### config.mk
export PLATFORM = sky130hd
export DESIGN_NAME = fcw_walk_ctrl
export DESIGN_NICKNAME = d
export VERILOG_FILES = /design/src/rtl/fcw_pkg.sv /design/src/rtl/fcw_walk_ctrl.sv
export SDC_FILE = /design/constraint.sdc
export NUM_CORES = 1
export LEC_CHECK = 0
export CAP_MARGIN = 20
export CORE_UTILIZATION = 30
export CTS_BUF_LIST = sky130_fd_sc_hd__clkbuf_4
export CTS_CLUSTER_DIAMETER = 80
export DETAILED_ROUTE_END_ITERATION = 10
export DONT_BUFFER_PORTS = 1
export PLACE_DENSITY = 0.47
export SKIP_LAST_GASP = 1
export SLEW_MARGIN = 20
export SYNTH_ARGS = -nofsm -noshare
export SYNTH_HDL_FRONTEND = slang
export SYNTH_SLANG_ARGS = --single-unit
### constraint.sdc
create_clock -name clock -period 3.3 [get_ports clock]
set_clock_uncertainty 0.1 [all_clocks]
set_input_delay 0.825 -clock clock [delete_from_list [all_inputs] [get_ports clock]]
set_output_delay 0.825 -clock clock [all_outputs]
set_load 0.05 [all_outputs]
### src/rtl/fcw_pkg.sv
// Shared types and constants for the FAT16 cluster chain walker.
`default_nettype none
package fcw_pkg;

   localparam logic [15:0] END_MARK = 16'hFFF8;

   localparam logic CSR_DATA_START = 1'b0;
   localparam logic CSR_SPC        = 1'b1;

   localparam logic MODE_LOAD = 1'b0;
   localparam logic MODE_WALK = 1'b1;

   typedef enum logic [1:0] {
      STAT_OK       = 2'd0,
      STAT_BAD_LINK = 2'd1,
      STAT_TOO_LONG = 2'd2
   } status_type;

   typedef enum logic [1:0] {
      ST_IDLE = 2'b01,
      ST_LINK = 2'b10
   } walk_state_type;

   typedef struct packed {
      logic        valid;
      logic [15:0] cluster;
      logic        last;
      status_type  status;
   } emit_type;

endpackage
`default_nettype wire

### src/rtl/fcw_walk_ctrl.sv
// Walk sequencer: table loads, chain following and end-of-run decisions.
`default_nettype none
module fcw_walk_ctrl #(
   parameter int FAT_ENTRIES = 4096,
   parameter int MAX_CHAIN   = 64,
   parameter int AW          = 12
) (
   input  wire logic          clock,
   input  wire logic          reset,
   input  wire logic          go,
   input  wire logic          mode,
   input  wire logic [11:0]   entry_index,
   input  wire logic [15:0]   entry_value,
   input  wire logic [15:0]   start_cluster,
   input  wire logic [15:0]   link_data,
   output logic               wr_en,
   output logic [AW-1:0]      wr_addr,
   output logic [15:0]        wr_data,
   output logic               rd_en,
   output logic [AW-1:0]      rd_addr,
   output logic               walking,
   output fcw_pkg::emit_type  emit
);
   import fcw_pkg::*;

   localparam int CW = $clog2(MAX_CHAIN + 1);
   localparam logic [CW-1:0] LAST_COUNT = CW'(MAX_CHAIN - 1);

   walk_state_type state_ff, state_in;
   logic [15:0]    cur_ff, cur_in;
   logic [CW-1:0]  count_ff, count_in;
   logic [31:0]    idx_wide;

   function automatic logic readable(input logic [15:0] c);
      return (c >= 16'd2) && ({1'b0, c} < 17'(FAT_ENTRIES));
   endfunction

   assign idx_wide = 32'(entry_index);
   assign wr_en    = go && (mode == MODE_LOAD) && (idx_wide < 32'(FAT_ENTRIES));
   assign wr_addr  = idx_wide[AW-1:0];
   assign wr_data  = entry_value;
   assign walking  = (state_ff == ST_LINK);

   always_comb begin
      state_in     = state_ff;
      cur_in       = cur_ff;
      count_in     = count_ff;
      rd_en        = 1'b0;
      rd_addr      = cur_ff[AW-1:0];
      emit.valid   = 1'b0;
      emit.cluster = cur_ff;
      emit.last    = 1'b0;
      emit.status  = STAT_OK;
      unique case (state_ff)
         ST_IDLE: begin
            if (go && (mode == MODE_WALK)) begin
               cur_in   = start_cluster;
               count_in = '0;
               if (start_cluster >= END_MARK) begin
                  emit.valid   = 1'b1;
                  emit.cluster = start_cluster;
                  emit.last    = 1'b1;
               end else if (!readable(start_cluster)) begin
                  emit.valid   = 1'b1;
                  emit.cluster = start_cluster;
                  emit.last    = 1'b1;
                  emit.status  = STAT_BAD_LINK;
               end else begin
                  rd_en    = 1'b1;
                  rd_addr  = start_cluster[AW-1:0];
                  state_in = ST_LINK;
               end
            end
         end
         ST_LINK: begin
            emit.valid = 1'b1;
            priority if (link_data >= END_MARK) begin
               emit.last = 1'b1;
               state_in  = ST_IDLE;
            end else if (!readable(link_data)) begin
               emit.last   = 1'b1;
               emit.status = STAT_BAD_LINK;
               state_in    = ST_IDLE;
            end else if (count_ff == LAST_COUNT) begin
               emit.last   = 1'b1;
               emit.status = STAT_TOO_LONG;
               state_in    = ST_IDLE;
            end else begin
               cur_in   = link_data;
               count_in = count_ff + 1'b1;
               rd_en    = 1'b1;
               rd_addr  = link_data[AW-1:0];
            end
         end
         default: begin
            state_in = ST_IDLE;
         end
      endcase
   end

   always_ff @(posedge clock) begin
      if (reset) begin
         state_ff <= ST_IDLE;
         cur_ff   <= '0;
         count_ff <= '0;
      end else begin
         state_ff <= state_in;
         cur_ff   <= cur_in;
         count_ff <= count_in;
      end
   end
endmodule
`default_nettype wire

==> flow_summary_export.csv <==
group,metric,value,unit
power_and_ir_drop,leakage,1.116,nW
placed_design,dpl.cell_count,349,
synthesis,yosysMostFrequentCell,"nand2_1",
detailed_routing,route.antenna.remaining_nets,0,
synthesis,yosysWarnings,0,
finish,syn2layout_area_growth,38.01,%
floorplan,die_area,7328,µm²
detailed_routing,drc_errors,0,
synthesis,synth_top_family_by_area,"simple AND/OR/NAND/NOR gates",
flow_run,maxCapViolations,0,
synthesis,synth_ff_type,"dfxtp_1",
grt,grt_pass1_wl,10540,µm
floorplan,dieHeight,85.61,µm
placed_design,gp_congestion,0.7940,
timing,worst_slew_pin_slew,0.4813,ns
synthesis,ys_top_cells_by_count,"nand2_1 (45), buf_4 (28), nor2_1 (26)",
detailed_routing,drt-wirelength-per-cell,18.98,µm
synthesis,synth-edff-count,0,
placed_design,placed_area,2575,µm²
floorplan,design.core.area,6756,µm²
synthesis,muxShareOfSynthArea,8.115,%
synthesis,syn_area_per_cell,7.681,µm²
finish,antenna_cells,0,
clock_tree,path_clk_slew,0.15,ns
floorplan,row_count,30,
finish,nNetsFinal,348,
clock_tree,cts_sinks,25,
worst_setup_path,cp-startpoint,"link_data[14]",
grt,grt_max_degree,37,
timing,hold_viol,0,
clock_tree,clock_path_buffers,2,
finish,drive_above_1_share,40.71,%
finish,utilization,42.83,%
worst_setup_path,cp_num_buf_inv,1,
detailed_routing,first_pass_iters,4,
finish,ff_latch_area,500.5,µm²
placed_design,post-dp-hpwl,5038,µm
worst_setup_path,critPathLaunchType,"input port",
floorplan,die_x,85.61,µm
detailed_routing,vias,2021,
grt,antenna_found_initial,0,
timing,setup-violations-final,18,
detailed_routing,dr.first_iter.drc_count,85,
placed_design,port_buffers,0,
finish,stdcell_area,2894,µm²
synthesis,netlist_area,2097,µm²
finish,multi_input_area,1680,µm²
outcome,violations,"setup timing",
timing,max_slew_margin,67.49,%
clock_tree,cts_tree,"yes",
synthesis,synth_xor_area_share,0.8353,%
synthesis,seq_area_frac_synth,23.87,%
timing,whs,0.3578,ns
hold_path,hold_path.class,"flip-flop to flip-flop",
worst_setup_path,critPathCaptureType,"output port",
power_and_ir_drop,vdd_drop_max,0.0001227,V
synthesis,synth_largest_area_cell,"dfxtp_1",
grt,grt_pass1_vias,1940,
synthesis,synthAdderAreaFrac,1.790,%
worst_setup_path,cp_max_fo,4,
power_and_ir_drop,cellPowerDensity,284.1,nW/µm²
hold_path,holdPathStages,1,
clock_tree,cts-root-buf,"clkbuf_4",
worst_setup_path,arrival,2.47,ns
synthesis,synth_top_area_share,23.87,%
synthesis,yosys_register_bits,25,
outcome,status,"finished with violations",
detailed_routing,totalWireLength,6832,µm
clock_tree,ctsHoldBuffers,0,
timing,slew_violations,0,
worst_setup_path,path_cells,"or4_4, a21o_1, o21ai_2, nand3b_1, a221o_2, buf_12",
grt,grt.total_usage,18.37,%
grt,overflow,0,
worst_setup_path,cp.depth,6,
timing,max_freq,294.6,MHz
detailed_routing,routed_via_density,5.614,
synthesis,async_flop_share,0,%
synthesis,synth.area.top_cells,"dfxtp_1 (24%), buf_4 (10%), mux2i_1 (8.1%)",
timing,timing.final.ws_setup,-0.09389,ns
floorplan,start_util,31.04,%
placed_design,place_ws,-0.3640,ns
timing,period_minus_slack,3.394,ns
worst_setup_path,max_stage_delay,0.53,ns
clock_tree,clock_latency,0.33,ns
synthesis,synth_cells,273,
worst_setup_path,reg2reg_from,"state_ff[0]",
hold_path,min_from,"count_ff[6]",
worst_setup_path,worstRegToRegCells,8,
worst_setup_path,cp.required,2.37,ns
clock_tree,htree_levels,1,
floorplan,pin_count,127,
timing,setup_tns,-0.7103,ns
synthesis,synthSimpleGateAreaFrac,27.09,%
finish,fillCellCount,688,
synthesis,syn-num-nets,340,
worst_setup_path,crit_type,"input port to output port",
power_and_ir_drop,report.power.total,0.8223,mW
worst_setup_path,path_delay_family,"compound AO/OA/AOI/OAI gates",
timing,finalCritPeriodShare,102.8,%
synthesis,synth_compound_area_share,23.99,%
synthesis,synth.distinct_cells,43,
finish,fin_cells,360,
timing,rsz0062_at_grt,"yes",
clock_tree,cts_buffers,3,
worst_setup_path,slowest_stage,"or4_4",
layer usage:
| layer | up-vias | part of all wire [%] | track usage, % | routed length (µm) |
|---|---|---|---|---|
| li1 | 977 | - | - | - |
| met3 | 10 | 6.3 | 2.887 | 432 |
| met5 | - | 0 | 0 | 0 |
| met1 | 966 | 45 | 24.25 | 3107 |
| met4 | 0 | 1.6 | 4.697 | 106 |
| met2 | 68 | 47 | 31.27 | 3186 |
power breakdown:
group          switching (mW)  internal [mW]
registers              0.0138          0.317
logic                   0.201          0.131
clock network           0.104         0.0557
sequential cells by signal, indices dropped and copies added (netlist names):
name,count
state_ff,2
cur_ff,16
count_ff,7
cell families (layout without fill, tap and decap cells):
logic type | Yosys count | in the layout
DFF | 25 | 25
xor gates and xnor gates | 2 | 2
buffers and inverters | 45 | 52
and+or+nand+nor | 118 | 118
AOI/OAI and AO/OA | 63 | 63
adders and majority gates | 3 | 3
muxes | 17 | 17
area by class of cell:
cell class | instances | area share [%]
Clock buffer | 4 | 1.038
Inverter | 3 | 0.3891
Multi-Input combinational cell | 203 | 58.06
Sequential cell | 25 | 17.29
Tap cell | 80 | 3.459
Timing Repair Buffer | 45 | 19.76
repair_timing:
item                       CTS  global route
gates resized for setup     19            27
setup buffers                4             3
gates cloned                 1             0
hold endpoints to repair     0             0
pin swaps                   11            19
setup endpoints to repair   31            31
cells in the final DEF (no fill, tap or decap), types with 5 or more instances in the layout:
| cell | netlist | routed |
|---|---|---|
| a21o_4 | 0 | 11 |
| a211oi_1 | 11 | 11 |
| nand2_1 | 45 | 29 |
| nand2_2 | 0 | 6 |
| nand3_1 | 6 | 6 |
| nor2_1 | 26 | 22 |
| nand2_4 | 0 | 10 |
| mux2i_1 | 17 | 17 |
| or4_4 | 2 | 6 |
| a22o_1 | 15 | 11 |
| buf_4 | 28 | 23 |
| nand4_1 | 7 | 7 |
| buf_12 | 0 | 15 |
| buf_6 | 3 | 5 |
| dfxtp_1 | 25 | 25 |
path summary, 6_finish.rpt:
path,endpoint,slack [ns]
worst min-delay path,count_ff[6],0.36
worst min register to register,count_ff[6],0.36
worst max register to register,count_ff[4],0.75
worst max-delay path,rd_addr[0],-0.09
Power figures use the tool's default switching activity.
