--- src/rtl/fcw_pkg.sv ---
// Shared types and constants for the FAT16 cluster chain walker.
`default_nettype none
package fcw_pkg;

   localparam logic [15:0] END_MARK = 16'hFFF8;

   localparam logic CSR_DATA_START = 1'b0;
   localparam logic CSR_SPC        = 1'b1;

   localparam logic MODE_LOAD = 1'b0;
   localparam logic MODE_WALK = 1'b1;

   typedef enum logic [1:0] {
      STAT_OK       = 2'd0,
      STAT_BAD_LINK = 2'd1,
      STAT_TOO_LONG = 2'd2
   } status_type;

   typedef enum logic [1:0] {
      ST_IDLE = 2'b01,
      ST_LINK = 2'b10
   } walk_state_type;

   typedef struct packed {
      logic        valid;
      logic [15:0] cluster;
      logic        last;
      status_type  status;
   } emit_type;

endpackage
`default_nettype wire

--- src/rtl/fcw_sector_pipe.sv ---
// Result pipeline: cluster offset multiply, then data start add.
`default_nettype none
module fcw_sector_pipe (
   input  wire logic              clock,
   input  wire logic              reset,
   input  wire fcw_pkg::emit_type emit,
   input  wire logic [31:0]       data_start,
   input  wire logic [7:0]        spc,
   output logic                   pipe_busy,
   output logic                   rsp_strobe,
   output logic [15:0]            rsp_cluster_number,
   output logic [31:0]            rsp_first_sector,
   output logic                   rsp_last,
   output logic [1:0]             rsp_status
);
   import fcw_pkg::*;

   logic        s1_valid_ff;
   logic [15:0] s1_cluster_ff;
   logic [31:0] s1_prod_ff, s1_prod_in;
   logic        s1_last_ff;
   status_type  s1_status_ff;
   logic [31:0] offset;
   logic [31:0] prod_full;

   assign offset     = 32'(emit.cluster) - 32'd2;
   assign prod_full  = offset * 32'(spc);
   assign s1_prod_in = prod_full;
   assign pipe_busy  = s1_valid_ff;

   always_ff @(posedge clock) begin
      if (reset) begin
         s1_valid_ff <= 1'b0;
         rsp_strobe  <= 1'b0;
      end else begin
         s1_valid_ff <= emit.valid;
         rsp_strobe  <= s1_valid_ff;
      end
   end

   always_ff @(posedge clock) begin
      s1_cluster_ff      <= emit.cluster;
      s1_prod_ff         <= s1_prod_in;
      s1_last_ff         <= emit.last;
      s1_status_ff       <= emit.status;
      rsp_cluster_number <= s1_cluster_ff;
      rsp_first_sector   <= s1_prod_ff + data_start;
      rsp_last           <= s1_last_ff;
      rsp_status         <= s1_status_ff;
   end
endmodule
`default_nettype wire

--- config.mk ---
export PLATFORM = sky130hd
export DESIGN_NAME = fcw_sector_pipe
export DESIGN_NICKNAME = d
export VERILOG_FILES = /design/src/rtl/fcw_pkg.sv /design/src/rtl/fcw_sector_pipe.sv
export SDC_FILE = /design/constraint.sdc
export NUM_CORES = 1
export LEC_CHECK = 0
export ABC_AREA = 1
export BUFFER_PORTS_ARGS = -buffer_cell sky130_fd_sc_hd__buf_2
export CAP_MARGIN = 15
export CORE_MARGIN = 2
export CORE_UTILIZATION = 35
export CTS_BUF_LIST = sky130_fd_sc_hd__clkbuf_16
export DETAILED_ROUTE_END_ITERATION = 12
export PLACE_DENSITY = 0.52
export SYNTH_ARGS = -nofsm -noshare
export SYNTH_HDL_FRONTEND = slang
export SYNTH_SLANG_ARGS = --single-unit
--- constraint.sdc ---
create_clock -name clock -period 11.4 [get_ports clock]
set_clock_uncertainty 0.15 [all_clocks]
set_input_delay 0.57 -clock clock [delete_from_list [all_inputs] [get_ports clock]]
set_output_delay 0.57 -clock clock [all_outputs]
set_load 0.05 [all_outputs]
==> qor.yml, run 1 <==
syn_nets: 1693
preCtsSetupSlack_ns: 5.49
r2r_cells: 11
ios: 115
fin_area_mm2: 0.0113
ys_top_cells_by_count: "427 x nand2_1, 369 x inv_1, 140 x nor2_1, 109 x fa_1, 98 x dfxtp_1"
cts_resized: 0
core_area_mm2: 0.0279
overflow: 0
final-setup-viol-count: 0
power.density_mw_per_mm2: 221
final_layout_size_suffix_gt1_share_pct: 9.38
drt_iter0_markers: 617
cp_data_required_time_ns: 11.51
start_kind: "input pin"
fin_crit_ns: 5.63
p_seq_share_pct: 19.2
drtAntennaViolNets: 0
synth-edff-count: 0
clock_path_buffers: 2
status: "complete, no violations"
area_growth_pct: 12.9
drv_slew: 0
grt_util_all_layers_pct: 18.0
yosys_warnings: 0
synthDistinctLibCells: 31
detailroute.via_count: 8603
whs_ns: 0.166
crit_type: "in2reg"
grt_pass1_vias: 8681
synth_ff_type: "dfxtp_1"
wire_per_inst_um: 13.1
crit_end: "s1_prod_ff[22]"
yosys.area.top_type_share_pct: 21.9
critPathCaptureType: "flip-flop"
synthArstFlopShare_pct: 0
hpwl_um: 22100
routed_wl_um: 25400
post-route-period-util_pct: 49.4
reg2reg_slack_ns: 9.18
start_util_pct: 35.7
fp-row-count: 61
chipHeight_um: 173
yosysTopAreaCell: "fa_1"
r2r-end: "rsp_first_sector[16]"
finalNetCount: 1807
rsz0062_at_grt: "false"
numPortBuffers: 114
yosysSeqAreaShare_pct: 19.7
postSynthCellCount: 1438
clk_latency_ns: 0.36
crit_arrival_ns: 5.74
regToRegStartpoint: "s1_prod_ff[0]"
cts_made_buffers: 9
cp-startpoint: "emit[4]"
maxSlewHeadroom_pct: 51.7
die_w_um: 173
min_path_cells: 1
fmax_mhz: 178
grt_max_degree: 17
power_uw: 2490
synth_seq_cells: 98
setup_ws_ns: 5.77
drt-pass1-iter-count: 6
pwr-share-clk_pct: 12.4
h-tree-depth: 3
post_cts_buffers: 0
hold_path_class: "in2reg"
cts_hold_buf: 0
cts-root-buf: "clkbuf_16"
worst_pin_slew_ns: 0.719
clock-sinks: 98
path_max_fanout: 10
netSwitchingFraction_pct: 53.3
grt_pass1_wl_um: 43000
p_leak_uw: 0.00659
routed_via_density: 4.44
dpl-instance-area_mm2: 0.0110
max-cap-violations: 0
die_area_mm2: 0.0299
synthesis.area_mm2: 0.00997
p_sw_uw: 1330
hold_viol: 0
p_int_uw: 1160
syn_area_per_cell_um2: 6.94
drc: 0
tns_ns: 0
yosys.cell_count.top_type: "nand2_1"
clk_pin_slew_ns: 0.07
p_comb_share_pct: 68.4
grt_antenna_before_repair: 0
gp_congestion: 0.878
synth.top_cells.by_area: "fa_1 22%, dfxtp_1 20%, nand2_1 16%"
max-vdd-ir-drop_v: 0.0000964
cts_tree: "yes"
## worst min-delay path by stage
stage / start / end
after floorplan: s1_cluster_ff[0] / rsp_cluster_number[0]
after global placement: s1_cluster_ff[8] / rsp_cluster_number[8]
after detailed placement: s1_cluster_ff[2] / rsp_cluster_number[2]
after CTS: emit[0] / s1_status_ff[0]
after global routing: emit[0] / s1_status_ff[0]
final: emit[0] / s1_status_ff[0]
## registers in the layout, summed over array words and instances (netlist names)
name / count
pipe_busy: 1
rsp_cluster_number: 16
s1_last_ff: 1
rsp_strobe: 1
rsp_status: 2
s1_cluster_ff: 16
rsp_first_sector: 32
rsp_last: 1
s1_prod_ff: 26
s1_status_ff: 2
## cells in the final DEF (no fill, tap or decap), types with 5 or more instances in the layout
master,count
nor2_1,140
dfxtp_1,98
nand2_1,427
fa_1,109
nand4_1,13
inv_1,369
xor2_1,24
nor3_1,10
xnor2_1,8
ha_1,84
and2_1,5
buf_2,114
or2_2,5
o21bai_1,6
a21oi_1,42
nand3_1,49
clkbuf_16,9
o21ai_0,15
## routing by layer
metal  GRT usage (%)  vias to the layer above  share of wire (%)
li1                -                     4435                  -
met1            24.1                     3988                 47
met2            30.5                      154                 47
met3            2.46                       26                4.5
met4            5.08                        0                1.9
met5               0                        -                  0
## cell type report
cell class	instances	area, um2
Fill cell	3044	16700
Sequential cell	98	1960
Timing Repair Buffer	114	571
Tap cell	378	473
Antenna cell	2	5.00
Clock inverter	7	68.8
Multi-Input combinational cell	954	6550
Inverter	375	1410
Clock buffer	9	225
## stage by stage
step	std cells	utilization (%)
floorplan	1438	-
global placement	1919	39.2
detailed placement	1919	39.2
CTS	1935	40.3
global route	1935	40.3
finish	1937	40.3
## logic make-up after synthesis
group,after synthesis,synth area share [%]
AOI/OAI and AO/OA,66,3.52
xor gates and xnor gates,32,2.81
adders and majority gates,193,32.4
buffers and inverters,386,14.7
DFF,98,19.7
and+or+nand+nor,663,26.9
## critical path, stage by stage
cell,delay [ns]
buf_2,0.17
inv_2,0.10
ha_1,0.19
nand3_1,0.20
nor2_1,0.23
nand2_1,0.10
xor2_1,0.35
inv_1,0.18
nand2_1,0.12
fa_1,0.41
inv_1,0.08
fa_1,0.45
fa_1,0.55
inv_1,0.05
fa_1,0.53
inv_1,0.04
ha_1,0.35
nand2_1,0.13
inv_1,0.08
nand2_1,0.11
nor3_1,0.36
nand3_1,0.20
nand4_1,0.13
nand2_1,0.05
## power by group through the flow
| stage | Sequential (uW) | Combinational, uW | Clock [uW] |
|---|---|---|---|
| 2_1_floorplan | 660 | 1110 | 0 |
| 3_3_place_gp | 487 | 1710 | 0 |
| 3_5_place_dp | 488 | 1720 | 0 |
| 4_1_cts | 480 | 1720 | 319 |
| 5_1_grt | 488 | 1970 | 334 |
| 6_report | 478 | 1700 | 307 |
(Power assumes the default switching activity.)
==> inputs of run 2 (changes only) <==
--- a/config.mk
+++ b/config.mk
@@ -5,14 +5,14 @@
 export SDC_FILE = /design/constraint.sdc
 export NUM_CORES = 1
 export LEC_CHECK = 0
-export ABC_AREA = 1
+export ABC_AREA = 0
 export BUFFER_PORTS_ARGS = -buffer_cell sky130_fd_sc_hd__buf_2
 export CAP_MARGIN = 15
 export CORE_MARGIN = 2
 export CORE_UTILIZATION = 35
 export CTS_BUF_LIST = sky130_fd_sc_hd__clkbuf_16
 export DETAILED_ROUTE_END_ITERATION = 12
-export PLACE_DENSITY = 0.52
+export PLACE_DENSITY = 0.53
 export SYNTH_ARGS = -nofsm -noshare
 export SYNTH_HDL_FRONTEND = slang
 export SYNTH_SLANG_ARGS = --single-unit
==> constraint.sdc (replaced) <==
create_clock -name clock -period 5.3 [get_ports clock]
set_clock_uncertainty 0.15 [all_clocks]
set_input_delay 0.265 -clock clock [delete_from_list [all_inputs] [get_ports clock]]
set_output_delay 0.265 -clock clock [all_outputs]
set_load 0.05 [all_outputs]
==> run 2 against run 1 <==
Compared with the run above:
- the flow now finishes with violations (negative setup slack)
- sequential cell count did not move
- clock-buffer cell count unchanged
- final cell count is 21% lower
- area after synthesis down 11%
- via count fell by 19%
- combinational power increased by 130%
- total power is 130% higher
- critical endpoint unchanged
==> qor.yml, run 2 <==
muxShareOfSynthArea_pct: 0
critPathCaptureType: "flip-flop"
worst_pin_slew_ns: 0.525
crit_arrival_ns: 5.56
area_growth_pct: 30.1
synthDistinctLibCells: 52
synth-edff-count: 0
h-tree-depth: 3
synth_seq_cells: 98
synth.top_cells.by_area: "fa_1 25%, dfxtp_1 22%, ha_1 12%"
grt_antenna_before_repair: 0
status: "finished with violations"
rsz0062_at_grt: "true"
syn_nets: 1213
yosys_warnings: 0
ys_top_cells_by_count: "176 x inv_1, 109 x fa_1, 98 x dfxtp_1, 87 x nand2_1, 84 x ha_1"
grt_pass1_vias: 7587
drt-pass1-iter-count: 6
drc: 0
die_w_um: 163
finalNetCount: 1456
synth_ff_type: "dfxtp_1"
syn_area_per_cell_um2: 9.22
synthSimpleGateAreaFrac_pct: 14.7
hold_viol: 0
yosysSeqAreaShare_pct: 22.2
yosysTopAreaCell: "fa_1"
final_layout_size_suffix_gt1_share_pct: 27.4
synthesis.area_mm2: 0.00884
yosys.area.top_type_share_pct: 24.7
violations: "negative setup slack"
max-cap-violations: 0
start_kind: "input pin"
crit_type: "in2reg"
path_max_fanout: 5
chipHeight_um: 163
power.density_mw_per_mm2: 491
whs_ns: 0.0201
clk_pin_slew_ns: 0.07
postSynthCellCount: 958
synth_top_family_by_area: "adder cells"
largest_register: "rsp_first_sector"
mostFrequentLayoutCell: "inv_1"
grt_util_all_layers_pct: 16.1
overflow: 0
numPortBuffers: 114
fmax_mhz: 184
cp_data_required_time_ns: 5.44
fp-row-count: 58
setup_ws_ns: -0.125
fin_area_mm2: 0.0115
drt_iter0_markers: 326
clock_path_buffers: 2
largest_register_ffs: 32
final-setup-viol-count: 6
grt_max_degree: 19
cts_tree: "yes"
final_cell_mix: "161 x inv_1, 114 x buf_4, 112 x buf_2, 105 x fa_1, 98 x dfxtp_1"
top_regs: "rsp_first_sector (32), s1_prod_ff (26)"
synth_compound_area_share_pct: 11.8
cts_made_buffers: 9
start_util_pct: 35.4
ios: 115
diodes: 0
gp_congestion: 0.801
max-vdd-ir-drop_v: 0.000272
cts-root-buf: "clkbuf_16"
maxSlewHeadroom_pct: 64.6
wire_per_inst_um: 12.9
clock-sinks: 98
dpl-instance-area_mm2: 0.0106
drtAntennaViolNets: 0
yosys.cell_count.top_type: "inv_1"
routed_via_density: 4.56
synth-xor-area-share_pct: 6.50
hpwl_um: 15900
routed_wl_um: 19900
die_area_mm2: 0.0265
detailroute.via_count: 7004
p_leak_uw: 0.00576
hold_path_class: "in2reg"
synthArstFlopShare_pct: 0
synthAdderAreaFrac_pct: 36.6
clk_latency_ns: 0.36
power_uw: 5650
fin_crit_ns: 5.43
post-route-period-util_pct: 102
grt_pass1_wl_um: 34400
drv_slew: 0
core_area_mm2: 0.0250
[run 2: cell types whose count changed in the layout (fill, tap and decap cells not counted), sizes merged, moves of 29 or more]
| cell | before | now |
|---|---|---|
| xnor2 | 8 | 38 |
| a21o | 2 | 31 |
| nand3 | 50 | 8 |
| nand2 | 430 | 87 |
| and2 | 5 | 58 |
| nor2 | 143 | 36 |
| buf | 114 | 233 |
| inv | 374 | 180 |
[run 2: layer usage]
metal  wire length, um  track usage (%)  up-vias
li1                  -                -     3533
met1              8830             18.8     3377
met2             10200             30.6       68
met3               383             1.91       26
met4               441             5.07        0
met5                 0                0        -
[run 2: final timing paths]
path	start	to	slack (ns)	cells after the start
worst max-delay path	emit[7]	s1_prod_ff[22]	-0.13	24
worst min-delay path	emit[14]	s1_cluster_ff[11]	0.02	2
worst max register to register	s1_prod_ff[0]	rsp_first_sector[22]	2.37	11
worst min register to register	s1_status_ff[0]	rsp_status[0]	0.17	0
[run 2: logic make-up after synthesis]
family                     Yosys count
and+or+nand+nor                    253
buffers and inverters              194
adders and majority gates          193
AOI/OAI and AO/OA                  157
DFF                                 98
xor gates and xnor gates            63
[run 2: worst max-delay path, stage by stage]
cell and delay (ns):
buf_8 0.10, nor3_4 0.19, nand3_2 0.10, or3_4 0.34, or2_4 0.29, nor2_4 0.14
xor2_4 0.24, buf_6 0.15, nand2_1 0.07, fa_1 0.50, inv_1 0.05, fa_1 0.47
fa_1 0.55, inv_1 0.05, fa_1 0.49, inv_2 0.05, ha_4 0.24, a21oi_2 0.14
nand2_1 0.06, nor2_1 0.13, a21oi_2 0.09, o41a_1 0.37, or4_1 0.41, nand4_1 0.08
[run 2: area by class of cell]
cell class / instances / area [um2]
clock buffer: 9 / 225
clock inverter: 7 / 58.8
fill: 2474 / 13500
inverter: 176 / 661
multi-input combinational: 666 / 6510
sequential: 98 / 1960
tap: 330 / 413
timing repair buffer: 250 / 1670
[run 2: through the flow]
stage | cells | setup TNS, ns | setup slack [ns] | util, %
2_1_floorplan | 958 | -1.07 | -0.418 | -
3_3_place_gp | 1486 | -5.98 | -0.795 | 42.5
3_5_place_dp | 1486 | -6.28 | -0.815 | 42.5
4_1_cts | 1530 | -0.348 | -0.125 | 45.5
5_1_grt | 1536 | -2.39 | -0.329 | 46.1
6_report | 1536 | -0.375 | -0.125 | 46.1
[run 2: power by group]
part | switching, uW | total, uW | internal, uW
Sequential | 50.2 | 1030 | 976
Clock | 313 | 640 | 327
Combinational | 2150 | 3980 | 1830
Total | 2520 | 5650 | 3130
[run 2: timing repair]
| item | CTS | global route |
|---|---|---|
| endpoints found under the setup margin | 8 | 10 |
| hold buffers | 17 | 0 |
| buffers inserted | 12 | 7 |
| endpoints found under the hold margin | 17 | 0 |
| gates resized for setup | 55 | 21 |
| pin swaps | 58 | 29 |
==> inputs of run 3 (changes only) <==
--- a/config.mk
+++ b/config.mk
@@ -6,12 +6,13 @@
 export NUM_CORES = 1
 export LEC_CHECK = 0
 export ABC_AREA = 0
-export BUFFER_PORTS_ARGS = -buffer_cell sky130_fd_sc_hd__buf_2
+export BUFFER_PORTS_ARGS = -buffer_cell sky130_fd_sc_hd__buf_4
 export CAP_MARGIN = 15
 export CORE_MARGIN = 2
 export CORE_UTILIZATION = 35
 export CTS_BUF_LIST = sky130_fd_sc_hd__clkbuf_16
 export DETAILED_ROUTE_END_ITERATION = 12
+export HOLD_SLACK_MARGIN = 0.03
 export PLACE_DENSITY = 0.53
 export SYNTH_ARGS = -nofsm -noshare
 export SYNTH_HDL_FRONTEND = slang
==> run 3 against run 2 <==
Compared with the run above:
- the flow still finishes with violations (negative setup slack)
- final cell count grew 0.39%
- non-clock buffer count is 6 higher
- sequential power barely moved
- register-to-register slack worse by 0.06 ns
- final area rose by 3.6%
- utilization rose by 1.7 points
- clock-buffer cell count stayed put
- via count grew 1.1%
- total power up 4.4%
- combinational power up 6.3%
- sequential share of layout area is 0.60 points lower
- hold slack better by 0.025 ns
- critical path type unchanged
- largest cell class unchanged
==> qor.yml, run 3 (synthesis gave the netlist of run 2 again) <==
crit_arrival_ns: 5.56
p_int_uw: 3300
grt_max_degree: 19
cp_data_required_time_ns: 5.44
clock-sinks: 98
hold_path_class: "in2reg"
start_util_pct: 35.4
finalNetCount: 1462
grt_antenna_before_repair: 0
cpMaxStageDelayCell: "fa_1"
fmax_mhz: 184
routed_wl_um: 19800
max-cap-violations: 0
rsz0062_at_grt: "true"
path_max_fanout: 5
slowest_delay_ns: 0.50
cp-startpoint: "emit[7]"
drtAntennaViolNets: 0
status: "finished with violations"
start_kind: "input pin"
clk_latency_ns: 0.36
setup_ws_ns: -0.121
wl_met2_um: 10600
fin_area_mm2: 0.0119
final-setup-viol-count: 5
placed_cells: 1491
r2r_cells: 11
cts_tree: "yes"
reg2reg_slack_ns: 2.31
diodes: 0
p_seq_share_pct: 17.5
violations: "negative setup slack"
chipHeight_um: 163
fillers: 2475
power.density_mw_per_mm2: 495
final_layout_size_suffix_gt1_share_pct: 28.4
cp_common_cell: "fa_1"
fin_crit_ns: 5.42
ios: 115
drv_slew: 0
grt_util_all_layers_pct: 16.1
hpwl_um: 16000
drc: 0
critPathCaptureType: "flip-flop"
routed_via_density: 4.59
wl_met3_um: 429
numPortBuffers: 114
netSwitchingFraction_pct: 44.0
clk_pin_slew_ns: 0.07
p_leak_uw: 0.00592
grt_pass1_wl_um: 34600
p_sw_uw: 2590
overflow: 0
largest_register_ffs: 32
r2r-end: "rsp_first_sector[28]"
h-tree-depth: 3
core_area_mm2: 0.0250
final_util_pct: 47.7
regToRegStartpoint: "s1_prod_ff[0]"
final_cell_mix: "219 x buf_4, 162 x inv_1, 105 x fa_1, 98 x dfxtp_1, 74 x nand2_1"
post-route-period-util_pct: 102
die_area_mm2: 0.0265
tns_ns: -0.269
detailroute.via_count: 7083
max-vdd-ir-drop_v: 0.000302
maxSlewHeadroom_pct: 65.6
pwr-share-clk_pct: 10.8
cts-root-buf: "clkbuf_16"
clock_path_buffers: 2
crit_end: "s1_prod_ff[22]"
grt_pass1_vias: 7489
wire_per_inst_um: 12.9
worst_pin_slew_ns: 0.511
routed.top_layer: "met4"
drt-met1-wl_um: 8530
top_regs: "rsp_first_sector (32), s1_prod_ff (26)"
p_comb_share_pct: 71.7
area_growth_pct: 34.8
path_cells: "buf_8 -> nor3_4 -> nand3_2 -> or3_4 -> or2_4 -> nor2_4 -> xor2_4 -> nand2_2 -> fa_1 -> inv_1 -> fa_1 -> fa_1 -> inv_1 -> fa_1 -> inv_2 -> ha_4 -> a2111o_1 -> o21ai_2 -> a21oi_2 -> o41a_1 -> or4_1 -> nand4_1"
gp_congestion: 0.806
mostFrequentLayoutCell: "buf_4"
hold_viol: 0
drt_iter0_markers: 248
layoutNonFillerInstCount: 1542
crit_type: "in2reg"
fp-row-count: 58
dpl-instance-area_mm2: 0.0109
largest_register: "rsp_first_sector"
die_w_um: 163
drt-pass1-iter-count: 4
cts_made_buffers: 9
==> run 3: worst min-delay path by stage <==
stage,depth (start not counted),endpoint,startpoint,slack (ns)
floorplan,0,s1_cluster_ff[0],emit[3],0.14
global placement,0,rsp_status[1],s1_status_ff[1],0.16
detailed placement,0,rsp_last,s1_last_ff,0.16
CTS,2,s1_cluster_ff[9],emit[12],0.03
global route,2,s1_cluster_ff[9],emit[12],0.04
finish,2,s1_cluster_ff[9],emit[12],0.04
==> run 3: cell type report <==
type / instances / area (um2) / area share, %
multi-input cells: 666 / 6550 / 55.0
repair buffers: 256 / 2040 / 17.1
flip-flops and latches: 98 / 1960 / 16.5
inverters: 176 / 661 / 5.55
well taps: 330 / 413 / 3.47
clock buffers: 9 / 225 / 1.89
clock inverters: 7 / 60.1 / 0.504
==> run 3: metrics by stage <==
stage                     hold slack, ns  total power (uW)  setup slack (ns)
after detailed placement           0.162              4800            -0.829
after CTS                         0.0314              5740            -0.153
after global placement             0.160              4780            -0.783
after floorplan                    0.143              3670            -0.418
final                             0.0448              5890            -0.121
after global routing              0.0374              6460            -0.339
==> run 3: power by group through the flow <==
| stage | Combinational (uW) | Sequential [uW] | Clock (uW) |
|---|---|---|---|
| after floorplan | 2240 | 1430 | 0 |
| after CTS | 4030 | 1040 | 667 |
| after global placement | 3720 | 1050 | 0 |
| after detailed placement | 3750 | 1050 | 0 |
| after global routing | 4710 | 1050 | 697 |
| final | 4230 | 1030 | 635 |
==> run 3: critical path: cells and delay by family <==
kind / cells / cell delay (ns)
AO/OA/AOI/OAI: 4 / 1.03
XOR/XNOR: 1 / 0.24
adder cells (fa/ha/maj): 5 / 2.15
buffers and inverters: 4 / 0.25
AND/OR/NAND/NOR: 8 / 1.65
==> run 3: timing repair <==
| action | in CTS | in global routing |
|---|---|---|
| hold buffers | 20 | 0 |
| endpoints found under the hold margin | 21 | 0 |
| buffers inserted | 12 | 5 |
| pin swaps | 62 | 24 |
| endpoints found under the setup margin | 8 | 12 |
| resized for setup | 48 | 51 |
==> run 3: metal layers <==
| metal | global-route usage (%) | vias to the layer above |
|---|---|---|
| met1 | 19.4 | 3467 |
| met3 | 2.22 | 10 |
| met4 | 3.22 | 0 |
| met5 | 0 | - |
| li1 | - | 3542 |
| met2 | 30.5 | 64 |
